===== src/design/hufd_pkg.sv =====
// Shared types and constants for the Huffman tree-walk decoder.
package hufd_pkg;

    localparam int IDX_W   = 9;
    localparam int SYM_W   = 8;
    localparam int BYTE_W  = 8;
    localparam int VB_W    = 4;
    localparam int CNT_W   = 32;
    localparam int MODE_W  = 2;
    localparam int TDATA_W = 48;
    localparam int PADDR_W = 3;
    localparam int PDATA_W = 32;

    localparam logic [VB_W-1:0] BYTE_BITS = 4'd8;

    typedef enum logic [MODE_W-1:0] {
        MODE_WRITE_NODE = 2'd0,
        MODE_DECODE     = 2'd1,
        MODE_START      = 2'd2
    } mode_t;

    // Register index, taken from paddr[2]
    localparam logic REG_ORIGINAL_SIZE = 1'b0;
    localparam logic REG_ROOT_NODE     = 1'b1;

    typedef struct packed {
        logic             leaf;
        logic [SYM_W-1:0] sym;
        logic [IDX_W-1:0] left;
        logic [IDX_W-1:0] right;
    } node_t;

    // Input tdata layout, first field in the highest bits
    typedef struct packed {
        logic [VB_W-1:0]   valid_bits;
        logic [BYTE_W-1:0] data_byte;
        logic [IDX_W-1:0]  right_child;
        logic [IDX_W-1:0]  left_child;
        logic [SYM_W-1:0]  node_symbol;
        logic              node_is_leaf;
        logic [IDX_W-1:0]  node_index;
    } in_data_t;

    typedef struct packed {
        logic accept;
        logic start_byte;
        logic rd_walk;
        logic rd_child;
        logic emit;
        logic bit_done;
        logic flush;
    } cmd_t;

    typedef struct packed {
        logic is_decode;
        logic bits_left;
        logic active;
        logic node_leaf;
        logic slot_free;
        logic pend_valid;
    } status_t;

endpackage


===== src/design/hufd_regs.sv =====
// APB configuration registers: original size and root node index.
module hufd_regs (
    input  logic                           clk,
    input  logic                           rst_n,
    input  logic                           psel,
    input  logic                           penable,
    input  logic                           pwrite,
    input  logic [hufd_pkg::PADDR_W-1:0]   paddr,
    input  logic [hufd_pkg::PDATA_W-1:0]   pwdata,
    output logic [hufd_pkg::PDATA_W-1:0]   prdata,
    output logic                           pready,
    output logic [hufd_pkg::CNT_W-1:0]     original_size,
    output logic [hufd_pkg::IDX_W-1:0]     root_node
);

    logic [hufd_pkg::CNT_W-1:0] original_size_reg, original_size_next;
    logic [hufd_pkg::IDX_W-1:0] root_node_reg, root_node_next;
    logic                       wr_en;

    assign pready = 1'b1;
    assign wr_en  = psel && penable && pwrite;

    always_comb
    begin
        original_size_next = original_size_reg;
        root_node_next     = root_node_reg;
        if (wr_en)
        begin
            case (paddr[2])
                hufd_pkg::REG_ORIGINAL_SIZE: original_size_next = pwdata;
                hufd_pkg::REG_ROOT_NODE:     root_node_next = pwdata[hufd_pkg::IDX_W-1:0];
                default: ;
            endcase
        end
    end

    always_comb
    begin
        case (paddr[2])
            hufd_pkg::REG_ORIGINAL_SIZE: prdata = original_size_reg;
            hufd_pkg::REG_ROOT_NODE:
                prdata = hufd_pkg::PDATA_W'(root_node_reg);
            default: prdata = '0;
        endcase
    end

    always_ff @(posedge clk or negedge rst_n)
    begin
        if (!rst_n)
        begin
            original_size_reg <= '0;
            root_node_reg     <= '0;
        end
        else
        begin
            original_size_reg <= original_size_next;
            root_node_reg     <= root_node_next;
        end
    end

    assign original_size = original_size_reg;
    assign root_node     = root_node_reg;

endmodule


===== config.mk =====
export PLATFORM = sky130hd
export DESIGN_NAME = hufd_regs
export DESIGN_NICKNAME = d
export VERILOG_FILES = /design/src/design/hufd_pkg.sv /design/src/design/hufd_regs.sv
export SDC_FILE = /design/constraint.sdc
export NUM_CORES = 1
export LEC_CHECK = 0
export BUFFER_PORTS_ARGS = -buffer_cell sky130_fd_sc_hd__buf_4
export CORE_ASPECT_RATIO = 1.75
export CORE_MARGIN = 1.5
export CORE_UTILIZATION = 45
export CTS_BUF_LIST = sky130_fd_sc_hd__clkbuf_2 sky130_fd_sc_hd__clkbuf_4 sky130_fd_sc_hd__clkbuf_8
export DETAILED_ROUTE_END_ITERATION = 16
export MAX_ROUTING_LAYER = met4
export PLACE_DENSITY = 0.94
export SLEW_MARGIN = 20
export SYNTH_ARGS = -nofsm -noshare
export SYNTH_HDL_FRONTEND = slang
export SYNTH_SLANG_ARGS = --single-unit

===== constraint.sdc =====
create_clock -name clk -period 0.87 [get_ports clk]
set_input_delay 0.0435 -clock clk [delete_from_list [all_inputs] [get_ports clk]]
set_output_delay 0.0435 -clock clk [all_outputs]
set_load 0.005 [all_outputs]

==> impl_metrics.ini, run 1 <==
[outcome]
status = aborted with a tool error
stop_stage = global routing
error_line = [ERROR DPL-0038] Utilization greater than 100%, impossible to legalize

[placed_design]
place_ws_ns = -0.203
port_buffers = 110
gp_congestion = 0.753
dp_hpwl_mm = 3.82
place_inst = 281
place_area_um2 = 2850

[synthesis]
synth_ff_type = dfrtp_1
synth_cells = 125
async_flop_share_pct = 100
synth-edff-count = 0
synth.net_count = 165
synth_common_cells = dfrtp_1, mux2_4, nor2b_1
synth.most_common_cell = dfrtp_1
yosysWarnings = 0
syn_area_um2 = 1950
synthTopCellsByArea = dfrtp_1, mux2_4, mux2_2
ys_types = 11
synth_top_cell_area_share_pct = 52.6
synth-seq-cells = 41
ys_seq_area_share_pct = 52.6
yosysTopAreaCell = dfrtp_1
syn_avg_cell_area_um2 = 15.6

[sta]
worstEpCategory = output port
crit_endpoint = prdata[1]

[die]
dieHeight_um = 90.1
rows = 31
initial_core_util_pct = 47.0
die_w_um = 52.8
io_pins = 114

[cts]
cts_buffer_depth = 2
numCtsBuffers = 5
root_buffer = clkbuf_8
htreeDepth = 2
cts_sinks = 41

[grt]
grt_max_degree = 42
[through the flow]
step | hold slack, ns | TNS (ns)
floorplan | -0.252 | -2.30
global placement | 0.0426 | -5.96
detailed placement | 0.0539 | -7.26
CTS | 0.00519 | -8.83
[repair_timing]
item	in CTS
endpoints found under the hold margin	78
buffers inserted	37
hold buffers	31
resized for setup	91
gates cloned	0
endpoints found under the setup margin	72
[kinds of logic after synthesis]
kind of cell / after synthesis / share of synthesized area, %
flip-flops: 41 / 52.6
other: 1 / 0.192
buffers and inverters: 8 / 3.34
AND/OR/NAND/NOR: 25 / 9.24
multiplexers: 50 / 34.6
==> run 2, diff against run 1 <==
CORE_ASPECT_RATIO = default   (was 1.75)
CORE_UTILIZATION = 35   (was 45)
CTS_BUF_LIST = default   (was sky130_fd_sc_hd__clkbuf_2 sky130_fd_sc_hd__clkbuf_4 sky130_fd_sc_hd__clkbuf_8)
MAX_ROUTING_LAYER = default   (was met4)
PLACE_DENSITY = default   (was 0.94)
PLACE_DENSITY_LB_ADDON = 0.15   (was default)
==> run 2 against run 1 <==
Effect of this change:
- the flow now finishes, with violations (setup timing)
- synthesized area is the same
- synthesized cell count unchanged
==> impl_metrics.ini, run 2 <==
[synthesis]
synth_common_cells = dfrtp_1, mux2_4, nor2b_1
syn_avg_cell_area_um2 = 15.6
synth_ff_type = dfrtp_1
synth-edff-count = 0
synth_cells = 125
yosysWarnings = 0
synth.net_count = 165
syn_area_um2 = 1950
synth.most_common_cell = dfrtp_1
async_flop_share_pct = 100
ys_types = 11
yosysTopAreaCell = dfrtp_1
synth-seq-cells = 41
synth_top_cell_area_share_pct = 52.6
synthTopCellsByArea = dfrtp_1, mux2_4, mux2_2
ys_seq_area_share_pct = 52.6

[cts]
cts_sinks = 41
worst_skew_pair.late_latency_ns = 0.29
root_buffer = clkbuf_8
numCtsBuffers = 5
htreeDepth = 2
cts_tree = done
clkTransAtPathRegs_ns = 0.08
cts_buffer_depth = 2

[die]
io_pins = 114
die_w_um = 77.7
dieArea_um2 = 6030
rows = 26
dieHeight_um = 77.7
core_um2 = 5240
initial_core_util_pct = 37.2

[placed_design]
place_inst = 308
port_buffers = 110
place_ws_ns = -0.154
gp_congestion = 0.699
dp_hpwl_mm = 3.45

[cells_and_area]
diodes = 0
fill_cells = 307
stdcell_count = 397
mostFrequentLayoutCell = buf_6
regArea_um2 = 1030
largest_register_ffs = 32
finalNetCount = 366
areaGrowthSynthToFinish_pct = 116
drive_gt1_share_pct = 73.1
multi_input_comb_area_um2 = 995
post-route-util_pct = 80.5
mostFrequentLayoutCells = buf_6, buf_4, mux2_4

[route]
top_layer = met4
wl_per_cell_um = 16.1
wl_met1_mm = 2.72
drt_pre_antenna_iters = 4
met3_length_um = 290
wirelength_mm = 6.38
drt_iter0_drc = 44
vias = 1761
remaining_drc_errors = 0
wl_met2_mm = 3.29
vias_per_cell = 4.44
antenna_left = 0

[critical_path]
critical_path.slowest_cell = dfrtp_1
crit_required_ns = 0.83
cp_cell_sequence = mux2_4 > buf_6
cp_top_family = flip-flops
path_max_fanout = 3
critPathLaunchType = flop
crit_arrival_ns = 1.12
end_kind = output port
slowest_delay_ns = 0.42
criticalPathCategory = reg -> out
critPathBufInv = 1

[pwr]
combPwrFrac_pct = 49.9
ir_worst_vdd_mv = 1.08
internal_power_mw = 6.06
power.leakage_nw = 2.20
p_switching_mw = 2.10
power.share.clock_pct = 16.6
seqPwrFrac_pct = 33.5
swShare_pct = 25.8
power_density_nw_per_um2 = 1930

[sta]
maxSlewViolCount = 0
setup_viol = 99
fin_skew_ns = 0
period_needed_ns = 1.16
max_freq_ghz = 0.863
fin_crit_sh_pct = 133
fin_ws_ns = -0.289
rsz0062_at_grt = true
hold_viol_final = 0

[outcome]
violations = setup timing
status = complete, but fails checks

[grt]
antenna_found_initial = 0
grt_max_degree = 42
grt_pass1_wl_mm = 9.05
grt_pass1_vias = 1812
groute.usage.overall_pct = 19.3
overflow = 0

[flow_run]
maxCapViolCount = 0

[min_path]
hold_path_class = in -> async
## run 2: cell counts after synthesis
No cell type changed its count.
## run 2: repair_timing
item,4_1_cts,5_1_grt
resized for setup,74,72
hold endpoints to repair,82,0
endpoints found under the setup margin,73,99
setup buffers,26,36
hold buffers,33,0
pin swaps,0,0
## run 2: worst paths after layout
path / cells after the start / from / slack (ns) / endpoint
worst max-delay path: 2 / original_size[4] / -0.29 / prdata[4]
worst min register to register: 1 / original_size[22] / 0.57 / original_size[22]
worst min-delay path: 3 / rst_n / 0.25 / original_size[15]
max in group asynchronous: 3 / rst_n / 0.41 / original_size[29]
worst max register to register: 3 / original_size[13] / -0.16 / original_size[13]
min in group clk: 4 / penable / 0.28 / original_size[23]
## run 2: cells by family after synthesis
group,after synthesis,share of synthesized area [%]
mux,50,34.6
flops,41,52.6
other cells,1,0.192
simple gates,25,9.24
buf+inv,8,3.34
## run 2: power by group through the flow
stage / Clock (mW) / Sequential (mW) / Combinational [mW]
global placement: 0 / 2.70 / 2.16
CTS: 1.39 / 2.70 / 3.29
finish: 1.35 / 2.74 / 4.07
floorplan: 0 / 2.67 / 0.877
detailed placement: 0 / 2.70 / 2.21
global route: 1.49 / 2.78 / 4.31
## run 2: layout make-up
class                      count  area share (%)
clock inverter                 1           0.119
clock buffer                   7            2.28
multi-input combinational     76            23.6
sequential                    41            24.3
timing repair buffer         202            47.6
tap                           70            2.08
## run 2: tightest hold or removal path, stage by stage
cell and delay (ns):
dlygate4sd3_1 0.53, buf_4 0.12, buf_12 0.22
## run 2: layer usage
layer,GRT usage [%],up-vias
li1,-,825
met3,3.88,8
met1,24.0,858
met4,6.00,0
met2,33.4,70
met5,0,-
## run 2: through the flow
stage          cell area (µm²)  TNS, ns  power (mW)  hold WS [ns]
2_1_floorplan             1950    -2.30        3.54        -0.252
3_3_place_gp              2920    -5.05        4.86        0.0166
3_5_place_dp              2920    -5.47        4.90        0.0168
4_1_cts                   3820    -8.18        7.38         0.258
5_1_grt                   4220   -13.59        8.59         0.261
6_report                  4220   -10.12        8.16         0.246
(Power assumes the default switching activity.)
==> run 3, diff against run 2 <==
ABC_AREA = 1   (was default)
HOLD_SLACK_MARGIN = 0.1   (was default)
TNS_END_PERCENT = 10   (was default)
==> run 3 against run 2 <==
Effect of this change:
- the flow still finishes with violations (setup timing)
- maximum frequency grew 16%
- critical endpoint is now prdata[3]
- count of clock-buffer cells in the layout is the same
- register-to-register slack gained 0.16 ns
- core utilization shrank 15 points
- sequential share of layout area grew 5.6 points
- clock power shrank 9%
- setup slack gained 0.16 ns
- first-iteration DRC count grew to 2.6 times the previous value
- sequential power shrank 6%
==> impl_metrics.ini, run 3 <==
[outcome]
status = complete, but fails checks
violations = setup timing

[critical_path]
path_max_fanout = 3
end_kind = output port
critPathBufInv = 1
critPathLaunchType = flop
critical_path.slowest_cell = dfrtp_1
crit_top_cell = nand2_1
cp_top_family = flip-flops
cp_cell_sequence = nand2_1 > nand2_1 > buf_6
crit_arrival_ns = 0.96
criticalPathCategory = reg -> out
slowest_delay_ns = 0.41
crit_required_ns = 0.83

[grt]
overflow = 0
groute.usage.overall_pct = 19.9
grt_pass1_wl_mm = 9.59
grt_pass1_vias = 2055
antenna_found_initial = 0
grt_max_degree = 42

[cells_and_area]
fill_cells = 472
diodes = 0
mostFrequentLayoutCells = buf_4, nand2_1, nand3_1, dfrtp_1, dlygate4sd3_1
finalNetCount = 453
drive_gt1_share_pct = 34.4
mostFrequentLayoutCell = buf_4
post-route-cell-area_um2 = 3430
largest_register_ffs = 32
post-route-util_pct = 65.5
stdcell_count = 483
areaGrowthSynthToFinish_pct = 76.0

[flow_run]
maxCapViolCount = 0

[synthesis]
syn_avg_cell_area_um2 = 7.46
synth-seq-cells = 41
synthTopCellsByArea = dfrtp_1, nand2_1, nand3_1
synth_top_cell_area_share_pct = 52.7
synth_common_cells = nand2_1, dfrtp_1, nand3_1
syn_area_um2 = 1950
yosysTopAreaCell = dfrtp_1
ys_types = 13
synth.net_count = 301
synth-edff-count = 0
synth_ff_type = dfrtp_1
async_flop_share_pct = 100
synth.most_common_cell = nand2_1
synth_cells = 261
ys_seq_area_share_pct = 52.7
yosysWarnings = 0

[cts]
cts_buffer_depth = 2
htreeDepth = 2
root_buffer = clkbuf_8
cts_tree = done
numCtsBuffers = 5
worst_skew_pair.late_latency_ns = 0.28
cts_sinks = 41
clkTransAtPathRegs_ns = 0.07

[pwr]
total_power_mw = 5.87
power.leakage_nw = 1.93
ir_worst_vdd_mv = 0.988
power_density_nw_per_um2 = 1710

[sta]
maxSlewViolCount = 0
slew_headroom_pct = 65.6
tightest_slew_ns = 0.517
setup_viol = 54
period_needed_ns = 0.999
fin_ws_ns = -0.129
fin_crit_sh_pct = 115
fin_skew_ns = 0
hold_viol_final = 0
max_freq_ghz = 1.00
rsz0062_at_grt = true

[die]
core_um2 = 5240
dieHeight_um = 77.6
dieArea_um2 = 6020
initial_core_util_pct = 37.2
io_pins = 114
die_w_um = 77.6
rows = 26

[route]
vias = 2186
antenna_left = 0
drt_iter0_drc = 115
vias_per_cell = 4.53
wirelength_mm = 5.84
drt_pre_antenna_iters = 4
wl_per_cell_um = 12.1
remaining_drc_errors = 0

[placed_design]
gp_congestion = 0.709
place_ws_ns = 0.00122
place_area_um2 = 2900
port_buffers = 110
place_inst = 434
dp_hpwl_mm = 3.65

[min_path]
hold_path_class = in -> reg
-- run 3: cell types whose count changed after synthesis, moves of 4 or more --
cell     previous run  this run
nand3_1             0        41
buf_6               4         0
buf_2               1         9
mux2_4             30         0
nor2_1              0        23
inv_1               0        23
nor2b_1            23         0
mux2_2             20         0
nand2_1             0       110
-- run 3: logic make-up (layout without fill, tap and decap cells) --
kind of cell,Yosys count,in the layout,synth area share [%]
flops,41,41,52.7
simple gates,177,177,37.7
buf+inv,42,194,9.44
other cells,1,1,0.192
-- run 3: worst register-to-register path: stages (launching register included) --
cell and delay (ns):
dfrtp_1 0.41, buf_4 0.15, buf_4 0.12, nand2_1 0.05
nand2_1 0.04
-- run 3: final timing paths --
path	slack [ns]	to	cells after the start	from
max in group asynchronous	0.23	original_size[5]	2	rst_n
min reg2reg	0.50	original_size[13]	2	original_size[13]
min	0.15	root_node[8]	4	paddr[2]
max	-0.13	prdata[3]	3	root_node[3]
max reg2reg	0	original_size[7]	4	original_size[7]
min in group asynchronous	0.28	original_size[11]	2	rst_n
-- run 3: cell type report --
class / instances / area (µm²) / area share (%)
repair buffers: 162 / 1390 / 40.5
multi-input cells: 178 / 746 / 21.7
flip-flops and latches: 41 / 1030 / 29.9
clock buffers: 7 / 86.3 / 2.52
inverters: 25 / 93.8 / 2.74
well taps: 70 / 87.6 / 2.55
-- run 3: metal layers --
metal,vias to the layer above,track usage (%),part of all wire [%]
met3,4,4.71,6.2
met4,0,4.36,0.39
li1,1093,-,-
met2,83,34.3,48
met5,-,0,0
met1,1006,25.3,45
-- run 3: per-stage QoR --
step | TNS, ns | hold slack [ns]
finish | -3.60 | 0.154
global route | -7.57 | 0.150
CTS | -3.79 | 0.141
floorplan | 0 | -0.252
global placement | 0 | 0.0570
detailed placement | 0 | 0.0630
-- run 3: power by group --
group | internal [mW] | switching (mW)
Sequential | 2.26 | 0.305
Clock | 0.629 | 0.600
Combinational | 1.26 | 0.810
Total | 4.15 | 1.71
-- run 3: timing repair --
item / 4_1_cts / 5_1_grt
setup endpoints to repair: 73 / 73
endpoints found under the hold margin: 82 / 0
cloned: 0 / 0
resized for setup: 2 / 12
hold buffers: 33 / 0
pin swaps: 13 / 9
setup buffers: 1 / 8
==> run 4, diff against run 3 <==
CORE_UTILIZATION = 40   (was 35)
==> run 4 against run 3 <==
Effect of this change:
- the flow still finishes with violations (setup timing)
- combinational power is 3% lower
- count of clock-buffer cells in the layout is 2 lower
- non-clock buffer count is 6 lower
- final cell count is 4.3% lower
- routed wire length is 3.1% lower
- flip-flop and latch count stayed put
- design area is 1.5% lower
- die area is 12% lower
- largest power group unchanged
==> impl_metrics.ini, run 4 (synthesized netlist as in run 3, its figures left out) <==
[outcome]
status = complete, but fails checks
violations = setup timing

[placed_design]
place_area_um2 = 2870
dp_hpwl_mm = 3.49
place_inst = 416
port_buffers = 110
gp_congestion = 0.756

[cells_and_area]
drive_gt1_share_pct = 34.3
largest_register_ffs = 32
regArea_um2 = 1030
areaGrowthSynthToFinish_pct = 73.5
multi_input_comb_area_um2 = 748
post-route-util_pct = 72.0
fill_cells = 388
diodes = 0
finalNetCount = 447
post-route-cell-area_um2 = 3380
mostFrequentLayoutCells = nand2_1, buf_4, nand3_1, dfrtp_1, dlygate4sd3_1
stdcell_count = 462

[min_path]
hold_path_class = in -> reg

[flow_run]
maxCapViolCount = 0

[critical_path]
path_max_fanout = 3
critPathLaunchType = flop
end_kind = output port
criticalPathCategory = reg -> out
crit_required_ns = 0.83
crit_arrival_ns = 0.97

[cts]
cts_buffer_depth = 2
cts_sinks = 41
cts_tree = done
htreeDepth = 2
worst_skew_pair.late_latency_ns = 0.30
root_buffer = clkbuf_8
numCtsBuffers = 5
clkTransAtPathRegs_ns = 0.08

[sta]
fin_skew_ns = 0
fin_ws_ns = -0.147
tightest_slew_ns = 0.513
period_needed_ns = 1.02
fin_setup_tns_ns = -4.11
slew_headroom_pct = 65.8
rsz0062_at_grt = true
fin_crit_sh_pct = 117
maxSlewViolCount = 0
hold_viol_final = 0
max_freq_ghz = 0.983
setup_viol = 69

[route]
drt_iter0_drc = 107
vias_per_cell = 4.63
antenna_left = 0
remaining_drc_errors = 0
drt_pre_antenna_iters = 4
wl_per_cell_um = 12.3
wirelength_mm = 5.66
vias = 2141

[grt]
grt_pass1_vias = 1965
grt_pass1_wl_mm = 9.04
grt_max_degree = 42
groute.usage.overall_pct = 21.9
antenna_found_initial = 0
overflow = 0

[die]
die_w_um = 72.8
dieHeight_um = 72.8
core_um2 = 4690
initial_core_util_pct = 41.5
io_pins = 114
rows = 25
dieArea_um2 = 5300

[pwr]
total_power_mw = 5.80
power.leakage_nw = 1.91
power_density_nw_per_um2 = 1720
ir_worst_vdd_mv = 0.970
==> run 4: cell types whose count changed in the layout (fill, tap and decap cells not counted), sizes merged <==
cell / delta
clkinv: +2
clkbuf: -2
buf: -6
clkinvlp: +1
==> run 4: layout make-up <==
| type | count | area share, % |
|---|---|---|
| Timing Repair Buffer | 156 | 40.2 |
| Multi-Input combinational cell | 178 | 22.1 |
| Clock inverter | 3 | 0.518 |
| Tap cell | 54 | 2.00 |
| Inverter | 25 | 2.78 |
| Clock buffer | 5 | 2.04 |
| Sequential cell | 41 | 30.4 |
==> run 4: per-layer routing <==
metal  part of all wire, %  global-route usage (%)
met5                     0                       0
met4                   1.1                    6.92
met3                   5.9                    4.83
met2                    49                    37.2
met1                    44                    27.7
==> run 4: critical path, stage by stage (launching register included) <==
cell	delay (ns)
dfrtp_1	0.42
nand2_1	0.08
nand2_1	0.07
buf_6	0.11
==> run 4: path summary, 6_finish.rpt <==
path | from | to | slack (ns) | cells past startpoint
worst max-delay path | root_node[0] | prdata[0] | -0.15 | 3
worst min-delay path | paddr[2] | root_node[0] | 0.19 | 4
worst max register to register | root_node[5] | root_node[5] | 0.11 | 3
worst min register to register | original_size[12] | original_size[12] | 0.50 | 2
max in group asynchronous | rst_n | original_size[9] | 0.25 | 2
min in group asynchronous | rst_n | original_size[27] | 0.26 | 2
==> run 4: where the power goes <==
group	switching (mW)	total [mW]	internal, mW
logic	0.789	2.01	1.22
clock network	0.669	1.22	0.554
registers	0.307	2.57	2.26
total	1.76	5.80	4.03
==> run 4: what timing repair did <==
| action | 4_1_cts | 5_1_grt |
|---|---|---|
| endpoints found under the setup margin | 73 | 73 |
| resized for setup | 4 | 12 |
| pin swaps | 15 | 12 |
| hold buffers | 33 | 0 |
| setup buffers | 2 | 3 |
| hold endpoints to repair | 82 | 0 |
==> run 4: metrics by stage <==
stage | setup WS (ns) | hold slack [ns]
after floorplan | 0.115 | -0.252
after global placement | 0.0666 | 0.0546
after detailed placement | 0.0607 | 0.0576
after CTS | -0.143 | 0.178
after global routing | -0.190 | 0.191
final | -0.147 | 0.191
