$ cat src/design/hufd_pkg.sv
// Shared types and constants for the Huffman tree-walk decoder.
package hufd_pkg;

    localparam int IDX_W   = 9;
    localparam int SYM_W   = 8;
    localparam int BYTE_W  = 8;
    localparam int VB_W    = 4;
    localparam int CNT_W   = 32;
    localparam int MODE_W  = 2;
    localparam int TDATA_W = 48;
    localparam int PADDR_W = 3;
    localparam int PDATA_W = 32;

    localparam logic [VB_W-1:0] BYTE_BITS = 4'd8;

    typedef enum logic [MODE_W-1:0] {
        MODE_WRITE_NODE = 2'd0,
        MODE_DECODE     = 2'd1,
        MODE_START      = 2'd2
    } mode_t;

    // Register index, taken from paddr[2]
    localparam logic REG_ORIGINAL_SIZE = 1'b0;
    localparam logic REG_ROOT_NODE     = 1'b1;

    typedef struct packed {
        logic             leaf;
        logic [SYM_W-1:0] sym;
        logic [IDX_W-1:0] left;
        logic [IDX_W-1:0] right;
    } node_t;

    // Input tdata layout, first field in the highest bits
    typedef struct packed {
        logic [VB_W-1:0]   valid_bits;
        logic [BYTE_W-1:0] data_byte;
        logic [IDX_W-1:0]  right_child;
        logic [IDX_W-1:0]  left_child;
        logic [SYM_W-1:0]  node_symbol;
        logic              node_is_leaf;
        logic [IDX_W-1:0]  node_index;
    } in_data_t;

    typedef struct packed {
        logic accept;
        logic start_byte;
        logic rd_walk;
        logic rd_child;
        logic emit;
        logic bit_done;
        logic flush;
    } cmd_t;

    typedef struct packed {
        logic is_decode;
        logic bits_left;
        logic active;
        logic node_leaf;
        logic slot_free;
        logic pend_valid;
    } status_t;

endpackage

$ cat src/design/hufd_ctrl.sv
// Walk sequencer: steps through the bits of one byte and the node reads of each bit.
module hufd_ctrl (
    input  logic              clk,
    input  logic              rst_n,
    input  logic              s_tvalid,
    output logic              s_tready,
    input  hufd_pkg::status_t status,
    output hufd_pkg::cmd_t    cmd
);

    typedef enum logic [4:0] {
        S_IDLE  = 5'b00001,
        S_BIT   = 5'b00010,
        S_CUR   = 5'b00100,
        S_CHILD = 5'b01000,
        S_FLUSH = 5'b10000
    } state_t;

    state_t state_reg, state_next;
    logic   can_emit;

    // A new symbol pushes the pending one out, so the output slot must be free
    assign can_emit = !status.pend_valid || status.slot_free;

    always_comb
    begin
        state_next = state_reg;
        cmd        = '0;
        s_tready   = 1'b0;
        case (state_reg)
            S_IDLE:
            begin
                s_tready = 1'b1;
                if (s_tvalid)
                begin
                    cmd.accept = 1'b1;
                    if (status.is_decode)
                    begin
                        cmd.start_byte = 1'b1;
                        state_next     = S_BIT;
                    end
                end
            end
            S_BIT:
            begin
                if (status.bits_left && status.active)
                begin
                    cmd.rd_walk = 1'b1;
                    state_next  = S_CUR;
                end
                else
                begin
                    state_next = S_FLUSH;
                end
            end
            S_CUR:
            begin
                if (status.node_leaf)
                begin
                    // leaf at the walk position: emit and stay at the root
                    if (can_emit)
                    begin
                        cmd.emit     = 1'b1;
                        cmd.bit_done = 1'b1;
                        state_next   = S_BIT;
                    end
                end
                else
                begin
                    cmd.rd_child = 1'b1;
                    state_next   = S_CHILD;
                end
            end
            S_CHILD:
            begin
                if (status.node_leaf)
                begin
                    if (can_emit)
                    begin
                        cmd.emit     = 1'b1;
                        cmd.bit_done = 1'b1;
                        state_next   = S_BIT;
                    end
                end
                else
                begin
                    cmd.bit_done = 1'b1;
                    state_next   = S_BIT;
                end
            end
            S_FLUSH:
            begin
                if (!status.pend_valid)
                begin
                    state_next = S_IDLE;
                end
                else if (status.slot_free)
                begin
                    cmd.flush  = 1'b1;
                    state_next = S_IDLE;
                end
            end
            default: state_next = S_IDLE;
        endcase
    end

    always_ff @(posedge clk or negedge rst_n)
    begin
        if (!rst_n)
            state_reg <= S_IDLE;
        else
            state_reg <= state_next;
    end

endmodule

$ cat config.mk
export PLATFORM = sky130hd
export DESIGN_NAME = hufd_ctrl
export DESIGN_NICKNAME = d
export VERILOG_FILES = /design/src/design/hufd_pkg.sv /design/src/design/hufd_ctrl.sv
export SDC_FILE = /design/constraint.sdc
export NUM_CORES = 1
export LEC_CHECK = 0
export ABC_AREA = 1
export BUFFER_PORTS_ARGS = -buffer_cell sky130_fd_sc_hd__buf_2
export CAP_MARGIN = 10
export CELL_PAD_IN_SITES_DETAIL_PLACEMENT = 0
export CELL_PAD_IN_SITES_GLOBAL_PLACEMENT = 1
export CORE_ASPECT_RATIO = 0.9
export CORE_MARGIN = 4
export CORE_UTILIZATION = 26
export CTS_CLUSTER_DIAMETER = 60
export DETAILED_ROUTE_END_ITERATION = 8
export MAX_ROUTING_LAYER = met4
export PLACE_DENSITY = 0.81
export SYNTH_ARGS = -nofsm -noshare
export SYNTH_HDL_FRONTEND = slang
export SYNTH_SLANG_ARGS = --single-unit
$ cat constraint.sdc
create_clock -name clk -period 1.1 [get_ports clk]
set_input_delay 0 -clock clk [delete_from_list [all_inputs] [get_ports clk]]
set_output_delay 0 -clock clk [all_outputs]
set_load 0.05 [all_outputs]
After elaboration in Yosys (flattened, before gate mapping) --
Cells that the tools add are included.
Word-level totals: register bits 5, bits of input ports 9, output and inout bits 8
Operators by class: mux-type cells 25, eq/ne operators 8, reduce and logical (&&, ||, !) cells 4
Operator list (count):
- 5-bit 2-to-1 mux | 8
- 5-bit one-hot mux with 5 select lines | 1
- 1-bit 2-to-1 mux | 11
- 2-bit 2-to-1 mux | 4
- 5-bit by 1-bit == test with 1-bit output (second input constant) | 1
- 5-bit by 2-bit == test with 1-bit output (second input constant) | 1
- 5-bit by 3-bit == test with 1-bit output (second input constant) | 1
- 5-bit by 4-bit == test with 1-bit output (second input constant) | 1
- 5-bit == test (second input constant) | 1
- 2-bit inequality test (second input constant) | 2
- 2-bit one-hot mux with 2 select lines | 1
- 3-bit inequality test (second input constant) | 1
- 3-bit AND reduction | 1
- 1-bit logical AND | 1
- 1-bit logical NOT | 1
- 1-bit logical OR | 1

Longest topological paths before layout --
Gate-level depths: netlist of the first run.
word-level depth 5, gate-level depth with buffers 7, mapped depth without buffers 7

Worst setup path after synthesis of the first run --
OpenSTA, ideal clock, no wires.
path kind reg-to-output, start reg state_reg[2], end out cmd[0] (netlist bit), stages on the path, launching flop included 4, path slack -645 ps, arrival 1745 ps, required time 1100 ps, path through dfrtp_1 -> nor2_2 -> nand3_1 -> nor3_1
RTL lines:
- from (decl) | line hufd_ctrl.sv:19 | state_t state_reg, state_next;
- from (signal assigned) | line hufd_ctrl.sv:112 | state_reg <= state_next;
- to (decl) | line hufd_ctrl.sv:8 | output hufd_pkg::cmd_t cmd

==> results of run 1 <==
## per-layer routing
metal	part of all wire, %	track usage, %	up-vias
li1	-	-	270
met1	39	12.35	226
met2	55	22.66	12
met3	3.9	0.9836	5
met4	2.5	8.287	0
met5	0	-	-
## logic make-up (layout without fill, tap and decap cells)
group / after synthesis / count (layout) / share of synthesized area, %
simple gates: 40 / 40 / 48.05
buf+inv: 17 / 54 / 15.32
flops: 5 / 5 / 30.33
compound gates: 4 / 4 / 6.307
## through the flow
| stage | hold slack, ps | std cells | area [um2] |
|---|---|---|---|
| after floorplan | -295.6 | 66 | 450.4 |
| after global placement | -181.9 | 114 | 633.1 |
| after detailed placement | -180.2 | 114 | 633.1 |
| after CTS | 59.41 | 122 | 788.3 |
| after global routing | 71.92 | 125 | 834.6 |
| final | 42.48 | 125 | 834.6 |
## synth_stat cells
| library cell | count |
|---|---|
| inv_1 | 16 |
| nand2_1 | 12 |
| nor2_1 | 9 |
| nand3_1 | 8 |
| nor2_2 | 5 |
| dfrtp_1 | 4 |
| nand2_2 | 2 |
| nor2_4 | 2 |
| o21ai_0 | 2 |
| a21boi_1 | 1 |
| dfstp_2 | 1 |
| inv_2 | 1 |
| nand3_2 | 1 |
| nor3_1 | 1 |
| o21ai_2 | 1 |
## repair_timing
item                                    in CTS  in global routing
buffers inserted                             3                  3
pin swaps                                    4                  4
hold buffers                                 1                  0
gates resized for setup                     27                  6
endpoints found under the hold margin        5                  0
endpoints found under the setup margin      12                 12
## power by group through the flow
stage          sequential, uW  clock (uW)  combinational [uW]
2_1_floorplan             299           0                 527
3_3_place_gp              295           0                 766
3_5_place_dp              296           0                 766
4_1_cts                   294         219                1030
5_1_grt                   306         231                1200
6_report                  297         214                1100
## worst max path at each step
stage,startpoint,endpoint,slack [ps],depth (start not counted)
after floorplan,state_reg[0]$_DFFE_PN1P_,cmd[5],-130,4
after CTS,state_reg[1]$_DFFE_PN0P_,cmd[2],-290,6
final,state_reg[1]$_DFFE_PN0P_,cmd[2],-310,6
after global routing,state_reg[1]$_DFFE_PN0P_,cmd[2],-380,6
after detailed placement,state_reg[2]$_DFFE_PN0P_,state_reg[1]$_DFFE_PN0P_,-160,7
after global placement,state_reg[0]$_DFFE_PN1P_,state_reg[1]$_DFFE_PN0P_,-140,7
## worst register-to-register path: stages, from the launching register on
cell and delay (ps):
dfstp_2 550, inv_2 60, nor2_4 90, nand3_4 130
buf_6 160, nor2_4 70, nor2_1 40, nand2_1 50
inv_1 30
## final cells by class
| type | count | area, um2 | area share, % |
|---|---|---|---|
| clock buffer | 4 | 26.28 | 3.148 |
| sequential | 5 | 126.4 | 15.14 |
| tap | 22 | 27.53 | 3.298 |
| timing repair buffer | 33 | 275.3 | 32.98 |
| multi-input combinational | 44 | 311.5 | 37.33 |
| inverter | 17 | 67.56 | 8.096 |
==> impl_metrics.yaml, run 1 <==
timing:
  worst_clock_skew_ps: 0.9591
  slew_headroom_pct: 81.60
  fin_crit_ps: 1406
  finalSetupViolCount: 11
  report.final.slew_viol_count: 0
  final.setup.worst_slack_ps: -305.9
  hold_viol: 0
  tns_ps: -2559
  finalCritPeriodShare_pct: 127.8
  rsz0062_at_grt: "yes"
  tightest_slew_ps: 275.0
  max_freq_mhz: 711.3
worst_setup_path:
  slowest_delay_ps: 400
  crit_slowest_cell: "dfrtp_1"
  path_delay_family: "flip-flops"
  crit_fanout: 4
  critPathBufInv: 2
  worstPathCellList: "nor2_4 > nand2_2 > nor2_4 > inv_2 > a21boi_4 > buf_6"
  cp-end-kind: "output port"
  r2r-end: "state_reg[1]$_DFFE_PN0P_"
  r2r_slack_ps: -200
  ff2ff_path_depth: 8
  worstPathArrival_ps: 1410
  start_kind: "flip-flop"
  critical_path_class: "reg2out"
  required_ps: 1100
  cpMostUsedCell: "nor2_4"
  reg2reg_from: "state_reg[0]$_DFFE_PN1P_"
floorplan:
  die_height_um: 45.98
  dieWidth_um: 50.20
  ioPinCount: 17
  core_mm2: 0.001480
  core.rowCount: 13
  dieArea_mm2: 0.002308
  start_util_pct: 28.15
drt:
  drtPass1Iterations: 2
  wire_per_inst_um: 9.344
  finalWirelength_um: 1168
  antenna_left: 0
  via_per_inst: 4.104
  drc: 0
  drtIter0Drc: 3
  num_vias: 513
global_routing:
  grt_pass1_vias: 540
  globalRouteOverflowTotal: 0
  track_usage_pct: 12.17
  grt_antenna_before_repair: 0
  grt_max_degree: 6
  grt_pass1_wl_um: 2028
pwr:
  peakVddDrop_uv: 855.4
  p_sw_uw: 744.8
  swShare_pct: 46.11
  power_density_mw_per_mm2: 1936
  total_power_uw: 1615
  seq_power_share_pct: 18.4
  internal_power_uw: 870.6
  p_leak_uw: 0.0004266
  p_comb_share_pct: 68.4
  power_frac_clock_pct: 13.3
synth:
  synth_nets: 75
  synth_cell_type_count: 15
  synth_area_um2: 416.7
  yosysTopAreaCell: "dfrtp_1"
  synth.area.top_cells: "dfrtp_1 24%, inv_1 14%, nand2_1 11%"
  synth_area_per_cell_um2: 6.313
  ys_warn_count: 0
  ys_ff_latch: 5
  yosys.area.top_type_share_pct: 24.02
  yosysSeqAreaShare_pct: 30.33
  netlist_instances: 66
clock_network:
  numCtsBuffers: 3
  clk_pin_slew_ps: 40
  cts_tree: "yes"
  clock_latency_ps: 240
  cts_num_sinks: 5
  clockRootBuffer: "clkbuf_4"
  h-tree-depth: 1
  clockBufferDepth: 2
min_path:
  hold_depth: 4
  min_path_type: "in2reg"
  hp-start: "status[4]"
  hold_path_end: "state_reg[4]$_DFFE_PN0P_"
job:
  drv_cap: 0
run_status:
  violations: "negative setup slack"
  status: "complete, but fails checks"
layout:
  synthToLayoutAreaGrowth_pct: 100.3
  fin_nets: 113
  largest_reg_flops: 5
  post-route-util_pct: 56.38
  final_cell_mix: "15 x buf_4, 12 x inv_1, 10 x nand2_1, 8 x nor2_4, 8 x buf_2"
  n_antenna_cell: 0
  fillers: 124
  drive_gt1_share_pct: 59.22
  layout_commonest_cell: "buf_4"
placement:
  gp_congestion: 0.7951
  port_buffers: 16
  dp_hpwl_um: 896.2
  pre_cts_ws_ps: -159.3
Power figures use the tool's default switching activity.
==> run 2, diff against run 1 <==
--- a/config.mk
+++ b/config.mk
@@ -17,6 +17,8 @@
 export DETAILED_ROUTE_END_ITERATION = 8
 export MAX_ROUTING_LAYER = met4
 export PLACE_DENSITY = 0.81
+export SKIP_CTS_REPAIR_TIMING = 1
+export SLEW_MARGIN = 0
 export SYNTH_ARGS = -nofsm -noshare
 export SYNTH_HDL_FRONTEND = slang
 export SYNTH_SLANG_ARGS = --single-unit
==> impl_metrics.yaml, run 2 (synthesis results as in run 1) <==
worst_setup_path:
  cp-end-kind: "output port"
  reg2reg_from: "state_reg[2]$_DFFE_PN0P_"
  critical_path_class: "reg2out"
  crit_slowest_cell: "dfrtp_1"
  worstPathCellList: "nor2_4 > nand2_2 > nor2_4 > inv_2 > a21boi_4 > buf_6"
  required_ps: 1100
  cpMostUsedCell: "nor2_4"
  path_delay_family: "flip-flops"
  ff2ff_path_depth: 8
  r2r_slack_ps: -160
  worstPathArrival_ps: 1390
  r2r-end: "state_reg[1]$_DFFE_PN0P_"
  crit_fanout: 4
  start_kind: "flip-flop"
  slowest_delay_ps: 400
  critPathBufInv: 2
layout:
  largest_reg_flops: 5
  fillers: 129
  fin_nets: 113
  multi_input_area_um2: 324.1
  post-route-util_pct: 57.82
  final_cell_mix: "13 x buf_4, 11 x inv_1, 8 x nand2_1, 8 x buf_2, 8 x buf_6"
  drive_gt1_share_pct: 64.08
  finalInstanceArea_um2: 855.8
  synthToLayoutAreaGrowth_pct: 105.4
  regArea_um2: 127.6
  layout_commonest_cell: "buf_4"
  n_antenna_cell: 0
global_routing:
  grt_antenna_before_repair: 0
  globalRouteOverflowTotal: 0
  grt_max_degree: 7
  grt_pass1_wl_um: 1794
  grt_pass1_vias: 479
  track_usage_pct: 10.80
floorplan:
  core_mm2: 0.001480
  die_height_um: 45.98
  core.rowCount: 13
  start_util_pct: 28.15
  dieWidth_um: 50.20
  ioPinCount: 17
  dieArea_mm2: 0.002308
timing:
  tightest_slew_ps: 273.4
  hold_viol: 0
  finalSetupViolCount: 12
  slew_headroom_pct: 81.71
  max_freq_mhz: 721.9
  worst_clock_skew_ps: 3.920
  report.final.slew_viol_count: 0
  rsz0062_at_grt: "yes"
  tns_ps: -2404
  fin_crit_ps: 1385
  finalCritPeriodShare_pct: 125.9
  final.setup.worst_slack_ps: -285.3
clock_network:
  clock_latency_ps: 250
  h-tree-depth: 1
  cts_num_sinks: 5
  clockRootBuffer: "clkbuf_4"
  clockBufferDepth: 2
  clk_pin_slew_ps: 50
  numCtsBuffers: 3
  cts_tree: "yes"
run_status:
  violations: "negative setup slack"
  status: "complete, but fails checks"
min_path:
  hp-start: "status[2]"
  min_path_type: "in2reg"
  hold_path_end: "state_reg[2]$_DFFE_PN0P_"
  hold_depth: 3
pwr:
  p_leak_uw: 0.0004233
  peakVddDrop_uv: 774.7
  power_density_mw_per_mm2: 1872
  total_power_uw: 1602
placement:
  gp_congestion: 0.7951
  dp_hpwl_um: 896.2
  port_buffers: 16
  placed_area_um2: 633.1
drt:
  drtIter0Drc: 4
  num_vias: 521
  drtPass1Iterations: 3
  wire_per_inst_um: 9.976
  drc: 0
  via_per_inst: 4.168
  finalWirelength_um: 1247
  antenna_left: 0
job:
  drv_cap: 0
-- run 2: cell counts in the layout (fill, tap and decap cells not counted) --
No cell type changed its count.
-- run 2: worst reg2reg max path, stage by stage (launching register included) --
cell and delay, ps:
dfrtp_1 420, nor2_2 150, buf_4 140, nand3_4 90
buf_6 130, nor2_4 80, nor2_1 50, nand2_1 60
inv_1 40
-- run 2: per-layer routing --
layer  wire length, um  vias up  global-route usage, %
met4                14        0                  6.630
met1               473      239                  10.98
met5                 0        -                      -
met2               713       10                  20.31
met3                45        3                 0.9836
li1                  -      269                      -
-- run 2: stage by stage --
stage / hold slack (ps) / setup slack, ps / cells
3_5_place_dp: -180.2 / -159.3 / 114
4_1_cts: -438.5 / -407.8 / 118
2_1_floorplan: -295.6 / -132.5 / 66
5_1_grt: 69.75 / -351.2 / 125
6_report: 57.81 / -285.3 / 125
3_3_place_gp: -181.9 / -139.4 / 114
-- run 2: layout make-up --
type | count | share of cell area, %
clock buffer | 4 | 3.070
tap | 22 | 3.216
multi-input combinational | 44 | 37.87
inverter | 17 | 7.895
sequential | 5 | 14.91
timing repair buffer | 33 | 33.04
-- run 2: worst max-delay path by stage --
stage | startpoint | to | cells past startpoint
2_1_floorplan | state_reg[0]$_DFFE_PN1P_ | cmd[5] | 4
3_3_place_gp | state_reg[0]$_DFFE_PN1P_ | state_reg[1]$_DFFE_PN0P_ | 7
3_5_place_dp | state_reg[2]$_DFFE_PN0P_ | state_reg[1]$_DFFE_PN0P_ | 7
4_1_cts | state_reg[2]$_DFFE_PN0P_ | cmd[6] | 5
5_1_grt | state_reg[1]$_DFFE_PN0P_ | cmd[2] | 6
6_report | state_reg[1]$_DFFE_PN0P_ | cmd[2] | 6
-- run 2: power breakdown --
| part | internal (uW) | switching (uW) | total [uW] | leakage [uW] |
|---|---|---|---|---|
| registers | 247 | 55.4 | 302 | 0.0000632 |
| logic | 455 | 624 | 1080 | 0.000345 |
| clock network | 138 | 83.4 | 221 | 0.0000150 |
==> run 3, diff against run 2 <==
--- a/config.mk
+++ b/config.mk
@@ -15,9 +15,10 @@
 export CORE_UTILIZATION = 26
 export CTS_CLUSTER_DIAMETER = 60
 export DETAILED_ROUTE_END_ITERATION = 8
+export GPL_TIMING_DRIVEN = 0
+export HOLD_SLACK_MARGIN = 0.12
 export MAX_ROUTING_LAYER = met4
 export PLACE_DENSITY = 0.81
-export SKIP_CTS_REPAIR_TIMING = 1
 export SLEW_MARGIN = 0
 export SYNTH_ARGS = -nofsm -noshare
 export SYNTH_HDL_FRONTEND = slang
==> impl_metrics.yaml, run 3 (synthesis results as in run 1) <==
worst_setup_path:
  required_ps: 1100
  start_kind: "flip-flop"
  worstPathArrival_ps: 1410
  crit_slowest_cell: "dfrtp_1"
  worstPathCellList: "inv_2 > nand2_2 > nor2_4 > inv_2 > a21boi_4 > buf_6"
  critical_path_class: "reg2out"
  slowest_delay_ps: 420
  cpMostUsedCell: "inv_2"
  critPathBufInv: 3
  crit_fanout: 4
  cp-end-kind: "output port"
  path_delay_family: "flip-flops"
placement:
  placed_cells: 104
  dp_hpwl_um: 800.7
  pre_cts_ws_ps: -232.6
  placed_area_um2: 558.0
  port_buffers: 16
  gp_congestion: 0.7880
global_routing:
  track_usage_pct: 14.49
  grt_pass1_wl_um: 2415
  grt_pass1_vias: 568
  globalRouteOverflowTotal: 0
  grt_antenna_before_repair: 0
  grt_max_degree: 6
layout:
  final_cells: 131
  largest_reg_flops: 5
  layout_commonest_cell: "buf_4"
  n_antenna_cell: 0
  drive_gt1_share_pct: 59.63
  final_cell_mix: "12 x buf_4, 11 x inv_1"
  finalInstanceArea_um2: 920.9
  fin_nets: 119
  synthToLayoutAreaGrowth_pct: 121.0
floorplan:
  ioPinCount: 17
  dieWidth_um: 50.20
  start_util_pct: 28.15
  dieArea_mm2: 0.002308
  core.rowCount: 13
  die_height_um: 45.98
  core_mm2: 0.001480
drt:
  drtPass1Iterations: 2
  antenna_left: 0
  via_per_inst: 4.534
  num_vias: 594
  wire_per_inst_um: 12.82
  finalWirelength_um: 1680
  drtIter0Drc: 5
  drc: 0
clock_network:
  clockBufferDepth: 2
  h-tree-depth: 1
  numCtsBuffers: 3
  clock_latency_ps: 250
  cts_num_sinks: 5
  clockRootBuffer: "clkbuf_4"
  cts_tree: "yes"
  clk_pin_slew_ps: 40
run_status:
  violations: "negative setup slack"
  status: "complete, but fails checks"
timing:
  fin_crit_ps: 1410
  finalSetupViolCount: 13
  final.setup.worst_slack_ps: -309.7
  report.final.slew_viol_count: 0
  finalCritPeriodShare_pct: 128.2
  tightest_slew_ps: 194.7
  worst_clock_skew_ps: 0.1528
  hold_viol: 0
  rsz0062_at_grt: "yes"
  slew_headroom_pct: 86.88
  max_freq_mhz: 709.4
job:
  drv_cap: 0
pwr:
  p_leak_uw: 0.0004542
  peakVddDrop_uv: 1107
  power_density_mw_per_mm2: 1884
min_path:
  min_path_type: "in2reg"
==> run 3: final timing paths <==
kind | depth (start not counted) | start | slack [ps] | endpoint
worst max register to register | 8 | state_reg[0]$_DFFE_PN1P_ | -250 | state_reg[1]$_DFFE_PN0P_
worst min-delay path | 6 | status[5] | 170 | state_reg[0]$_DFFE_PN1P_
worst max-delay path | 6 | state_reg[4]$_DFFE_PN0P_ | -310 | cmd[2]
max in group asynchronous | 3 | rst_n | 220 | state_reg[2]$_DFFE_PN0P_
worst min register to register | 3 | state_reg[1]$_DFFE_PN0P_ | 700 | state_reg[4]$_DFFE_PN0P_
min in group asynchronous | 2 | rst_n | 240 | state_reg[0]$_DFFE_PN1P_
==> run 3: through the flow <==
stage	utilization (%)	total power [uW]	hold slack, ps	TNS, ps
after floorplan	-	825.9	-295.6	-406.8
after global placement	37.70	953.7	-184.3	-1132
after detailed placement	37.70	957.5	-183.4	-1160
after CTS	56.04	1580	120.3	-2556
after global routing	62.21	1817	209.5	-3614
final	62.21	1735	172.3	-2901
==> run 3: area by class of cell <==
class	count	area, um2
timing repair buffer	39	352.8
inverter	17	67.56
tap	22	27.53
multi-input combinational	44	319.1
sequential	5	127.6
clock buffer	4	26.28
fill	113	559.3
==> run 3: per-layer routing <==
metal / track usage, % / wire (um) / vias up
li1: - / - / 284
met1: 16.27 / 693 / 297
met2: 26.56 / 940 / 11
met3: 0 / 25 / 2
met4: 8.287 / 20 / 0
met5: - / 0 / -
==> run 3: worst min-delay path, delay by kind of cell <==
| kind | cells | cell delay, ps |
|---|---|---|
| buffers and inverters | 3 | 230 |
| and+or+nand+nor | 3 | 200 |
==> run 3: repair_timing <==
action / in CTS / in global routing
gates resized for setup: 27 / 15
setup buffers: 10 / 5
endpoints found under the hold margin: 8 / 0
pin swaps: 10 / 8
hold buffers: 8 / 0
setup endpoints to repair: 12 / 13
==> run 3: power breakdown <==
| group | total, uW | leakage, uW | switching, uW | internal (uW) |
|---|---|---|---|---|
| clock | 222 | 0.0000150 | 84.2 | 138 |
| combinational | 1210 | 0.000376 | 672 | 538 |
| sequential | 303 | 0.0000631 | 57.7 | 245 |
| total | 1740 | 0.000454 | 814 | 921 |
